==> src/hdl/tfpt_pkg.sv <==
// ----------------------------------------------------------------------------
// tfpt_pkg
// Types and constants shared by the type feedback profile table modules.
// ----------------------------------------------------------------------------
package tfpt_pkg;

    localparam int PROFILE_ENTRIES_DEF = 1024;
    localparam int COUNT_BITS_DEF      = 16;

    localparam logic [15:0] THRESHOLD_RESET = 16'd10;
    localparam logic [31:0] TOP_TYPE        = 32'hFFFF_FFFF;
    localparam logic [31:0] INT32_BIT       = 32'h0000_0001;
    localparam logic [31:0] NUMBER_BITS     = 32'h0000_0003;
    localparam logic [15:0] SHOWN_MAX       = 16'hFFFF;

    typedef enum logic [1:0] {
        KIND_OBSERVE = 2'd0,
        KIND_QUERY   = 2'd1,
        KIND_CLEAR   = 2'd2
    } kind_t;

    typedef struct packed {
        logic [1:0]  kind;
        logic [9:0]  slot_index;
        logic [31:0] observed_type;
    } in_item_t;

    typedef struct packed {
        logic [31:0] speculated_type;
        logic        likely_int32;
        logic        likely_number;
        logic        is_monomorphic;
        logic [15:0] samples_seen;
    } out_item_t;

endpackage

==> src/hdl/tfpt_update.sv <==
// ----------------------------------------------------------------------------
// tfpt_update
// Entry update and speculation view for one transaction.
// ----------------------------------------------------------------------------
module tfpt_update #(
    parameter int COUNT_BITS = 16
) (
    input  tfpt_pkg::in_item_t        item,
    input  logic                      in_range,
    input  logic [32+COUNT_BITS-1:0]  entry_old,
    input  logic [15:0]               threshold,
    output logic                      wr_en,
    output logic [32+COUNT_BITS-1:0]  entry_new,
    output tfpt_pkg::out_item_t       result
);
    import tfpt_pkg::*;

    localparam logic [COUNT_BITS-1:0] COUNT_MAX = '1;

    logic [31:0]           mask_old, mask_new, mask_shown, spec;
    logic [COUNT_BITS-1:0] count_old, count_new, count_shown;
    logic [31:0]           count_wide;

    always_comb
    begin
        mask_old  = entry_old[32+COUNT_BITS-1:COUNT_BITS];
        count_old = entry_old[COUNT_BITS-1:0];
        mask_new  = mask_old;
        count_new = count_old;
        wr_en     = 1'b0;
        case (kind_t'(item.kind))
            KIND_OBSERVE:
            begin
                mask_new  = mask_old | item.observed_type;
                count_new = (count_old == COUNT_MAX) ? count_old
                                                     : count_old + COUNT_BITS'(1);
                wr_en     = in_range;
            end
            KIND_CLEAR:
            begin
                mask_new  = '0;
                count_new = '0;
                wr_en     = in_range;
            end
            default:
            begin
                wr_en = 1'b0;
            end
        endcase
        entry_new = {mask_new, count_new};

        // out-of-range slots answer as an empty entry
        mask_shown  = in_range ? mask_new : '0;
        count_shown = in_range ? count_new : '0;
        count_wide  = 32'(count_shown);

        spec = (count_wide < 32'(threshold)) ? TOP_TYPE : mask_shown;

        result.speculated_type = spec;
        result.likely_int32    = (spec == INT32_BIT);
        result.likely_number   = (spec != '0) && ((spec & ~NUMBER_BITS) == '0);
        result.is_monomorphic  = (mask_shown != '0)
                                 && ((mask_shown & (mask_shown - 32'd1)) == '0);
        result.samples_seen    = (count_wide > 32'(SHOWN_MAX)) ? SHOWN_MAX
                                                               : count_wide[15:0];
    end

endmodule

==> config.mk <==
export PLATFORM = sky130hd
export DESIGN_NAME = tfpt_update
export DESIGN_NICKNAME = d
export VERILOG_FILES = /design/src/hdl/tfpt_pkg.sv /design/src/hdl/tfpt_update.sv
export SDC_FILE = /design/constraint.sdc
export NUM_CORES = 1
export LEC_CHECK = 0
export BUFFER_PORTS_ARGS = -buffer_cell sky130_fd_sc_hd__buf_2
export CAP_MARGIN = 5
export CORE_AREA = 2 2 81 83
export DETAILED_ROUTE_END_ITERATION = 8
export DIE_AREA = 0 0 83 85
export PLACE_DENSITY = 0.88
export SLEW_MARGIN = 30
export SYNTH_ARGS = -nofsm -noshare
export SYNTH_HDL_FRONTEND = slang
export SYNTH_SLANG_ARGS = --single-unit
==> constraint.sdc <==
create_clock -name vclk -period 6.25
set_input_delay 1.25 -clock vclk [all_inputs]
set_output_delay 1.25 -clock vclk [all_outputs]
set_load 0.01 [all_outputs]
**Word level (Yosys, flattened, before mapping)**

Cells that the tools add are included.

- Register bits: 0
- Bits of input ports: 109
- Output and inout bits: 100

- Multiplexer cells: 7
- Bitwise gates (word level): 2
- Eq/ne operators: 3
- Reductions and logical operators: 8
- Magnitude comparators: 1
- $add $sub $neg: 2

Operators with widths:

| operator | count |
|---|---|
| 32-bit zero test | 2 |
| 32-bit two-way mux | 2 |
| 32-bit one-hot mux with 2 select lines | 1 |
| 32-bit nonzero test | 2 |
| 32-bit AND | 1 |
| 32-bit by 1-bit equality test with 1-bit output (second input constant) | 1 |
| 16-bit two-way mux | 2 |
| 32-bit OR | 1 |
| 16-bit one-hot mux with 2 select lines | 1 |
| 32-bit by 1-bit subtractor with 32-bit output (second input constant) | 1 |
| 16-bit by 1-bit adder with 16-bit output (second input constant) | 1 |
| 16-bit equality test (second input constant) | 1 |
| 16-bit less-than comparator | 1 |
| 2-bit equality test (second input constant) | 1 |
| 1-bit logical AND | 2 |
| 2-bit zero test | 1 |
| 2-bit OR reduction | 1 |
| 1-bit two-way mux | 1 |

**Depth between registers and ports, before layout**

- Depth in word-level cells: 8
- Mapped depth: 18
- Depth with buffers taken out: 17

**Least setup slack after synthesis**

Ideal clock, no wire load.

- Path kind: input-to-output
- Start point: input port entry_old[4]
- End point: output port result[34] (netlist bit)
- Slack: 0.358 ns
- Stages: 16
- Arrival: 4.642 ns
- Path through: and3_1 -> and3_1 -> a41oi_1 -> and4_1 -> and3_1 -> nand4_1 -> xor2_1 -> nor2_1 -> ha_1 -> nand4_1 -> a2111oi_0 -> a21oi_1 -> o21ai_0 -> a31o_2 -> clkbuf_1 -> o21ai_0

RTL lines:

| element | RTL line | text |
|---|---|---|
| from (decl) | tfpt_update.sv:10 | `input logic [32+COUNT_BITS-1:0] entry_old,` |
| to (decl) | tfpt_update.sv:14 | `output tfpt_pkg::out_item_t result` |

==> flow_summary.json <==
{
  "result_of_the_run": "completed",
  "synth_cell_types": 52,
  "grt_usage": 0.245,
  "max_cap_viol_count": 0,
  "fp.dieArea_mm2": 0.00706,
  "route.detailed.drc": 0,
  "largest_family_of_logic_cells_by_synthesized_area": "simple AND/OR/NAND/NOR gates",
  "min_period_ns": 6.06,
  "worst_path_max_delay_cell": "sky130_fd_sc_hd__or4b_4",
  "timing.final.crit_share": 0.970,
  "vdd.ir_drop.worst_v": 0.0000513,
  "tightest_slew_ns": 0.641,
  "place.gp.congestion": 0.901,
  "critical_path.cell_chain": "buf_2 > and3_4 > and3_4 > or4b_4 > or2_4 > nor2_2 > xnor2_1 > nor2_1 > and2_1 > ha_1 > a21o_1 > a21o_1 > a21o_1 > a21oi_1 > o21ai_0 > a31o_2 > buf_4 > and4b_1 > buf_2",
  "detailedRoute.firstIterationViolations": 131,
  "synth-compound-area-share": 0.328,
  "ff_latch_area_um2": 0,
  "path_common_cell": "sky130_fd_sc_hd__a21o_1",
  "drtAntennaViolNets": 0,
  "port_buffers": 199,
  "ys_seq_area_frac": 0,
  "placed_area_mm2": 0.00332,
  "hold_viol_final": 0,
  "synth_fp_nets": 500,
  "layout.cells.most_common_list": "199 x sky130_fd_sc_hd__buf_2, 59 x sky130_fd_sc_hd__nor2_1, 44 x sky130_fd_sc_hd__nand2_1",
  "diodes": 0,
  "synth_fa_ha_area_frac": 0.0952,
  "netlist.top_cell.by_area": "sky130_fd_sc_hd__nor2_1",
  "stdcell_area_mm2": 0.00340,
  "grt_start_max_net_pins": 40,
  "via_count": 3472,
  "first_pass_grt_wire_length_um": 15100,
  "worst_setup_path_start_kind": "input port",
  "grt-ovfl-total": 0,
  "synth_xor_xnor_area_share": 0.0552,
  "hpwl_um": 7730,
  "crit_end_category": "output port",
  "synth.yosys.warnings": 0,
  "final_nets": 694,
  "number_of_sequential_cells_in_the_layout": 0,
  "io-pin-count": 209,
  "detailedPlace.worstSlack_ns": -0.0635,
  "share_of_cell_area_taken_by_muxes_after_synthesis": 0.00451,
  "synth_area_leaders": "sky130_fd_sc_hd__nor2_1 10%, sky130_fd_sc_hd__ha_1 9.0%, sky130_fd_sc_hd__o211ai_1 8.1%",
  "drt-total-wl_um": 9370,
  "layout.cells.most_common": "sky130_fd_sc_hd__buf_2",
  "cellPowerDensity_mw_per_mm2": 82.3,
  "detail_route.first_pass.iterations": 4,
  "worst_path_largest_cell_delay_ns": 0.47,
  "row_count": 29,
  "worst-endpoint-arrival_ns": 4.81,
  "fraction_of_final_layout_cells_sized_beyond_drive_strength_1": 0.416,
  "power.leakage_uw": 0.00175,
  "syn_area_mm2": 0.00222,
  "layout_area_overhead_pct": 53.0,
  "worst-path-max-fanout": 5,
  "timing.final.ws_setup_ns": 0.188,
  "wl_per_cell_um": 14.6,
  "floorplan.initialDensity": 0.358,
  "placeableCoreArea_mm2": 0.00620,
  "grt_pass1_vias": 3313,
  "required_ns": 5.00,
  "drt-vias-per-instance": 5.39,
  "fp.dieH_um": 85,
  "fmax_mhz": 165,
  "floorplan.die.width_um": 83,
  "timing.final.max_slew_violations": 0,
  "yosysTopAreaCellShare": 0.101,
  "synth.avg_cell_area_um2": 5.92,
  "synth_simple_gate_area_frac": 0.432,
  "worst-path-buf-inv": 3,
  "path_class": "in -> out",
  "number_of_antenna_violations_at_the_first_check_in_global_routing": 0,
  "dp.cells": 642,
  "finish.cell_count_without_fillers": 644,
  "syn_inst": 375,
  "clock_buffer_count": 0,
  "min_path_type": "in -> out",
  "max_slew_headroom_at_the_worst_pin": 0.571,
  "largest_delay_contributor_family_on_the_critical_path": "simple AND/OR/NAND/NOR gates",
  "setup_viol": 0
}
==> cells by family (layout without fill, tap and decap cells) <==
| group | count (synthesis) | count (layout) |
|---|---|---|
| AOI/OAI and AO/OA | 106 | 106 |
| xor gates and xnor gates | 14 | 14 |
| adders and majority gates | 17 | 17 |
| buffers and inverters | 46 | 238 |
| muxes | 1 | 1 |
| and+or+nand+nor | 191 | 191 |
==> Yosys cell counts (2+ instances only) <==
cell                       instances
sky130_fd_sc_hd__and3_1            3
sky130_fd_sc_hd__xnor2_1           7
sky130_fd_sc_hd__buf_2             5
sky130_fd_sc_hd__a211oi_1          3
sky130_fd_sc_hd__inv_1            25
sky130_fd_sc_hd__and2_1           11
sky130_fd_sc_hd__nand4_1          11
sky130_fd_sc_hd__xor2_1            7
sky130_fd_sc_hd__a221oi_1          3
sky130_fd_sc_hd__o21a_1           15
sky130_fd_sc_hd__o21ba_1           2
sky130_fd_sc_hd__nand2_1          44
sky130_fd_sc_hd__nand3_1          11
sky130_fd_sc_hd__buf_1             2
sky130_fd_sc_hd__a21o_1            6
sky130_fd_sc_hd__nor2_1           60
sky130_fd_sc_hd__o22ai_1           3
sky130_fd_sc_hd__nand4_2           2
sky130_fd_sc_hd__nor2b_1          25
sky130_fd_sc_hd__o311ai_2          2
sky130_fd_sc_hd__nor4_1            4
sky130_fd_sc_hd__a21oi_1          20
sky130_fd_sc_hd__o21ai_0          19
sky130_fd_sc_hd__o211ai_1         24
sky130_fd_sc_hd__or3_1             2
sky130_fd_sc_hd__nor3_1            8
sky130_fd_sc_hd__clkbuf_1         11
sky130_fd_sc_hd__ha_1             16
==> power by group <==
| group | leakage (uW) | total (uW) | switching [uW] | internal [uW] |
|---|---|---|---|---|
| clock | 0 | 0 | 0 | 0 |
| sequential | 0 | 0 | 0 | 0 |
| combinational | 0.00175 | 280 | 162 | 118 |
| total | 0.00175 | 280 | 162 | 118 |
==> repair_timing <==
item / in CTS / in global routing
pin swaps: 0 / 2
setup buffers: 0 / 2
endpoints found under the hold margin: 0 / 0
gates resized for setup: 1 / 14
setup endpoints to repair: 24 / 34
hold buffers: 0 / 0
cloned: 0 / 0
==> layout make-up <==
type	count	area (um2)
Inverter	26	97.6
Fill cell	622	2810
Multi-Input combinational cell	329	2100
Tap cell	77	96.3
Timing Repair Buffer	212	1110
==> per-layer routing <==
layer | routed length, um | up-vias | global-route usage | part of all wire
met5 | 0 | - | 0 | 0
met2 | 4900 | 152 | 0.482 | 0.52
met3 | 545 | 17 | 0.0243 | 0.058
li1 | - | 1728 | - | -
met4 | 205 | 0 | 0.0551 | 0.022
met1 | 3720 | 1575 | 0.285 | 0.40
==> through the flow <==
stage               hold slack, ns   util  setup TNS, ns  power, uW
global route                  2.83  0.547         -0.287        308
finish                        2.81  0.547              0        280
global placement              2.81  0.535              0        265
CTS                           2.81  0.535              0        273
detailed placement            2.81  0.535         -0.447        271
floorplan                     2.65      -              0        155
==> worst paths after layout <==
path,start,end,slack (ns),cells past startpoint
worst min-delay path,entry_old[27],entry_new[27],2.81,3
worst max-delay path,entry_old[3],result[17],0.19,19
Power figures use the tool's default switching activity.
